===== src/hw/rtl/bdc_pkg.sv =====
`timescale 1ns / 1ps
// ----------------------------------------------------------------------------
// B-spline depth correction package
// Shared widths, codes and the knot weight function of the correction map.
// ----------------------------------------------------------------------------
package bdc_pkg;

   localparam int MAX_DEGREE = 3;
   localparam int TAP_W      = 2;
   localparam int CTRL_DEPTH = 1024;
   localparam int CTRL_AW    = $clog2(CTRL_DEPTH);

   localparam int NUM_W      = 18;
   localparam int DEN_W      = 14;
   localparam int QUOT_W     = 21;
   localparam int DIV_STEPS  = QUOT_W;
   localparam int DIV_CNT_W  = $clog2(DIV_STEPS);

   localparam int CSR_AW     = 5;

   localparam logic CMD_WRITE = 1'b0;
   localparam logic CMD_EVAL  = 1'b1;

   typedef enum logic [2:0] {
      REG_DEGREE   = 3'd0,
      REG_SEG_X    = 3'd1,
      REG_SEG_Y    = 3'd2,
      REG_FRAME_W  = 3'd3,
      REG_FRAME_H  = 3'd4
   } reg_index_type;

   function automatic logic [16:0] knot_weight(input logic [TAP_W-1:0] sd,
                                               input logic [TAP_W-1:0] j,
                                               input logic [15:0] t);
      logic [17:0] v;
      logic [36:0] p;
      logic [16:0] w;
      v = {2'(sd - 2'd1 - j), 16'h0} + {2'b00, t};
      p = 37'(v) * 37'd349526;
      case (sd)
         2'd1: w = {1'b0, t};
         2'd2: w = v[17:1];
         2'd3: w = p[36:20];
         default: w = 17'd0;
      endcase
      return w;
   endfunction

endpackage


===== src/hw/rtl/bdc_div.sv =====
`timescale 1ns / 1ps
// ----------------------------------------------------------------------------
// Position divider
// Restoring divider producing floor(num * 65536 / den), one bit a cycle.
// ----------------------------------------------------------------------------
module bdc_div (
   input  logic                            clock,
   input  logic                            reset,
   input  logic                            start,
   input  logic [bdc_pkg::NUM_W-1:0]       num,
   input  logic [bdc_pkg::DEN_W-1:0]       den,
   output logic                            busy,
   output logic [bdc_pkg::QUOT_W-1:0]      quot
);

   logic                            run_ff, run_in;
   logic [bdc_pkg::DIV_CNT_W-1:0]   cnt_ff, cnt_in;
   logic [bdc_pkg::DEN_W-1:0]       rem_ff, rem_in;
   logic [bdc_pkg::DEN_W-1:0]       den_ff, den_in;
   logic [bdc_pkg::QUOT_W-1:0]      sh_ff, sh_in;
   logic [bdc_pkg::DEN_W:0]         trial;
   logic                            ge;

   always_comb begin
      trial  = {rem_ff, sh_ff[bdc_pkg::QUOT_W-1]};
      ge     = trial >= {1'b0, den_ff};
      run_in = run_ff;
      cnt_in = cnt_ff;
      rem_in = rem_ff;
      den_in = den_ff;
      sh_in  = sh_ff;
      if (start) begin
         run_in = 1'b1;
         cnt_in = '0;
         rem_in = bdc_pkg::DEN_W'(num[bdc_pkg::NUM_W-1:5]);
         den_in = den;
         sh_in  = {num[4:0], 16'h0};
      end else if (run_ff) begin
         rem_in = ge ? bdc_pkg::DEN_W'(trial - {1'b0, den_ff})
                     : trial[bdc_pkg::DEN_W-1:0];
         sh_in  = {sh_ff[bdc_pkg::QUOT_W-2:0], ge};
         cnt_in = cnt_ff + 1'b1;
         if (cnt_ff == bdc_pkg::DIV_CNT_W'(bdc_pkg::DIV_STEPS - 1)) begin
            run_in = 1'b0;
         end
      end
   end

   always_ff @(posedge clock) begin
      if (reset) begin
         run_ff <= 1'b0;
         cnt_ff <= '0;
      end else begin
         run_ff <= run_in;
         cnt_ff <= cnt_in;
      end
      rem_ff <= rem_in;
      den_ff <= den_in;
      sh_ff  <= sh_in;
   end

   assign busy = run_ff;
   assign quot = sh_ff;

endmodule


===== config.mk =====
export PLATFORM = sky130hd
export DESIGN_NAME = bdc_div
export DESIGN_NICKNAME = d
export VERILOG_FILES = /design/src/hw/rtl/bdc_pkg.sv /design/src/hw/rtl/bdc_div.sv
export SDC_FILE = /design/constraint.sdc
export NUM_CORES = 1
export LEC_CHECK = 0
export BUFFER_PORTS_ARGS = -buffer_cell sky130_fd_sc_hd__buf_2
export CORE_MARGIN = 3
export CORE_UTILIZATION = 40
export CTS_CLUSTER_SIZE = 16
export DETAILED_ROUTE_END_ITERATION = 16
export SYNTH_ARGS = -nofsm -noshare
export SYNTH_HDL_FRONTEND = slang
export SYNTH_SLANG_ARGS = --single-unit

===== constraint.sdc =====
create_clock -name clock -period 5.1 [get_ports clock]
set_input_delay 0.51 -clock clock [delete_from_list [all_inputs] [get_ports clock]]
set_output_delay 0.51 -clock clock [all_outputs]
set_load 0.005 [all_outputs]

==> flow_summary.ini <==
[clock_network]
insertion_delay_ns = 0.32
cts_root_buffer = clkbuf_8
cts_resized = 0
h-tree-depth = 2
cts_sinks = 55
cts_tree = yes
cts_buffers = 5
cts_hold_buf = 0
cts.clk_slew.worst_paths_ns = 0.11
clockBufferDepth = 2
post-cts-setup-buffers = 0

[pwr]
power.leakage_uw = 0.00148
ir_drop_v = 0.000139
total_power_uw = 1360
power_density_nw_per_um2 = 382

[logic_synthesis]
syn-instance-count = 290
syn-num-nets = 342
synth_top_area_share_pct = 30.9
synth.most_common_cell = edfxtp_1
synth.distinct_cells = 61
synth_ff_type = edfxtp_1
yosys_warnings = 0
syn_area_per_cell_um2 = 10.7
synth-seq-cells = 55
async_reset_ff_share_pct = 0
syn-cell-area_um2 = 3110
synth_edf_count = 32
yosysTopAreaCell = edfxtp_1
ys_seq_area_share_pct = 45.8
ys_top_cells_by_area = edfxtp_1, dfxtp_1, ha_1
synth_commonest_cells = edfxtp_1, nor2_1, dfxtp_1, inv_1

[hold_path]
hold_path_end = den_ff[5]
hold_start = den[5]
min_path_type = input port to flop
min_path_cells = 1

[timing]
min_period_ns = 2.90
hold_slack_ns = 0.356
report.final.slew_viol_count = 0
fmax_mhz = 345
tns_ns = 0
grt_setup_unrepaired = false
slew_headroom_pct = 33.3
timing.final.crit_share_pct = 56.9
tightestPinTransition_ns = 0.997
finalSetupViolCount = 0
fin_skew_ns = 0.0148
hold_violations = 0

[placed_design]
hpwl_um = 4740
placedCellCount = 433
routabilityCongestion = 0.832
io_buffers = 56

[floorplan]
pin_count = 57
die_h_um = 94.1
die_w_um = 94.1
rows = 31
dieArea_um2 = 8860
floorplan.initialDensity_pct = 41.9
core_um2 = 7410

[drt]
totalWireLength_um = 6730
dr.pass1.iters = 4
route.antenna.remaining_nets = 0
wl_met3_um = 310
drc = 0
wl_met2_um = 3060
drt_iter0_markers = 118
routed.top_layer = met4
wl_met1_um = 3280
vias = 2342
avgViaCountPerCell = 5.31
wl_per_cell_um = 15.3

[finish]
n_antenna_cell = 0
nNetsFinal = 393
post-route-util_pct = 47.9
syn_to_final_growth_pct = 14.3
nFillCells = 700
drive_gt1_share_pct = 25.4
fin_cells = 441

[critical_path]
critPathBufInv = 0
worstSetupPathType = flop to flop
crit_fanout = 14
worst_path_dominant_cell_family = compound AO/OA/AOI/OAI gates
reg2reg_depth = 7
rr_endpoint = rem_ff[0]
cpPeakStageDelay_ns = 0.79
arrival_ns = 2.99
cpMaxStageDelayCell = a31oi_2
cp-end-kind = flop
r2r_start = rem_ff[11]
required_ns = 5.19
regToRegSetupSlack_ns = 2.20
startpoint_type = flop
path_cells = ha_1 -> a21o_1 -> a211oi_4 -> o21ai_2 -> a31oi_2 -> a21oi_1 -> o31a_1

[status]
outcome = completed

[grt]
antenna_found_initial = 0
grt_pass1_wl_um = 11200
grt_usage_pct = 16.1
grt_max_degree = 43
grt_pass1_vias = 2302
grt_overflow_total = 0

[flow_run]
cap_violations = 0
==> worst register-to-register path: cells and delay by family, from the launching register on <==
kind                     cells  cell delay, ns
AO/OA/AOI/OAI                6            1.90
flip-flops                   1            0.42
adder cells (fa/ha/maj)      1            0.37
==> worst max-delay path by stage <==
| stage | endpoint | cells past startpoint | startpoint |
|---|---|---|---|
| after floorplan | rem_ff[12] | 10 | quot[20] |
| after global placement | rem_ff[0] | 7 | rem_ff[11] |
| after detailed placement | rem_ff[0] | 7 | rem_ff[11] |
| after CTS | rem_ff[0] | 7 | rem_ff[11] |
| after global routing | rem_ff[0] | 7 | rem_ff[11] |
| final | rem_ff[0] | 7 | rem_ff[11] |
==> report_power, final <==
group	switching [uW]	total (uW)	internal, uW	leakage (uW)
Combinational	314	530	216	0.000927
Clock	160	261	102	0.0000491
Sequential	31.9	564	532	0.000508
Total	506	1360	850	0.00148
==> through the flow <==
stage                     setup WS (ns)  area, um2
final                              2.20       3550
after detailed placement           2.22       3450
after CTS                          2.20       3550
after floorplan                    2.86       3110
after global placement             2.33       3450
after global routing               2.04       3550
==> cells by family after synthesis <==
kind of cell / synth area share, %
buffers and inverters: 4.83
AOI/OAI and AO/OA: 19.1
and+or+nand+nor: 14.4
DFF: 45.8
adders and majority gates: 7.09
muxes: 5.48
xor gates and xnor gates: 3.38
==> layout by cell type, fill, tap and decap left out, types with 5 or more instances in the layout <==
cell / synthesis / layout
nor2_1: 25 / 25
o31ai_1: 6 / 6
inv_1: 21 / 21
nand3_1: 5 / 5
o21ai_0: 5 / 5
ha_1: 16 / 16
buf_2: 3 / 56
edfxtp_1: 32 / 32
xnor2_1: 5 / 5
mux2i_1: 17 / 17
nand2_1: 17 / 17
nand4_1: 8 / 8
dfxtp_1: 23 / 23
a21oi_1: 11 / 11
xor2_1: 7 / 7
clkbuf_8: 0 / 5
nor3_1: 7 / 7
and2_1: 5 / 5
==> routing by layer <==
layer  up-vias  GRT usage (%)
met5         -              0
li1       1176              -
met3         4           3.29
met1      1115           22.1
met4         0           5.42
met2        47           25.3
==> flip-flops by register name, indices dropped and copies added, names as in the netlist <==
register and count:
busy 1, cnt_ff 5, den_ff 14, quot 21, rem_ff 14
==> cell type report <==
class | count | area [um2] | share of cell area [%]
tap | 99 | 124 | 3.49
clock buffer | 5 | 68.8 | 1.94
inverter | 21 | 78.8 | 2.22
timing repair buffer | 58 | 295 | 8.32
sequential | 55 | 1420 | 40.0
clock inverter | 3 | 26.3 | 0.740
multi-input combinational | 200 | 1540 | 43.2
No activity file was read; power rests on OpenSTA's default activity.
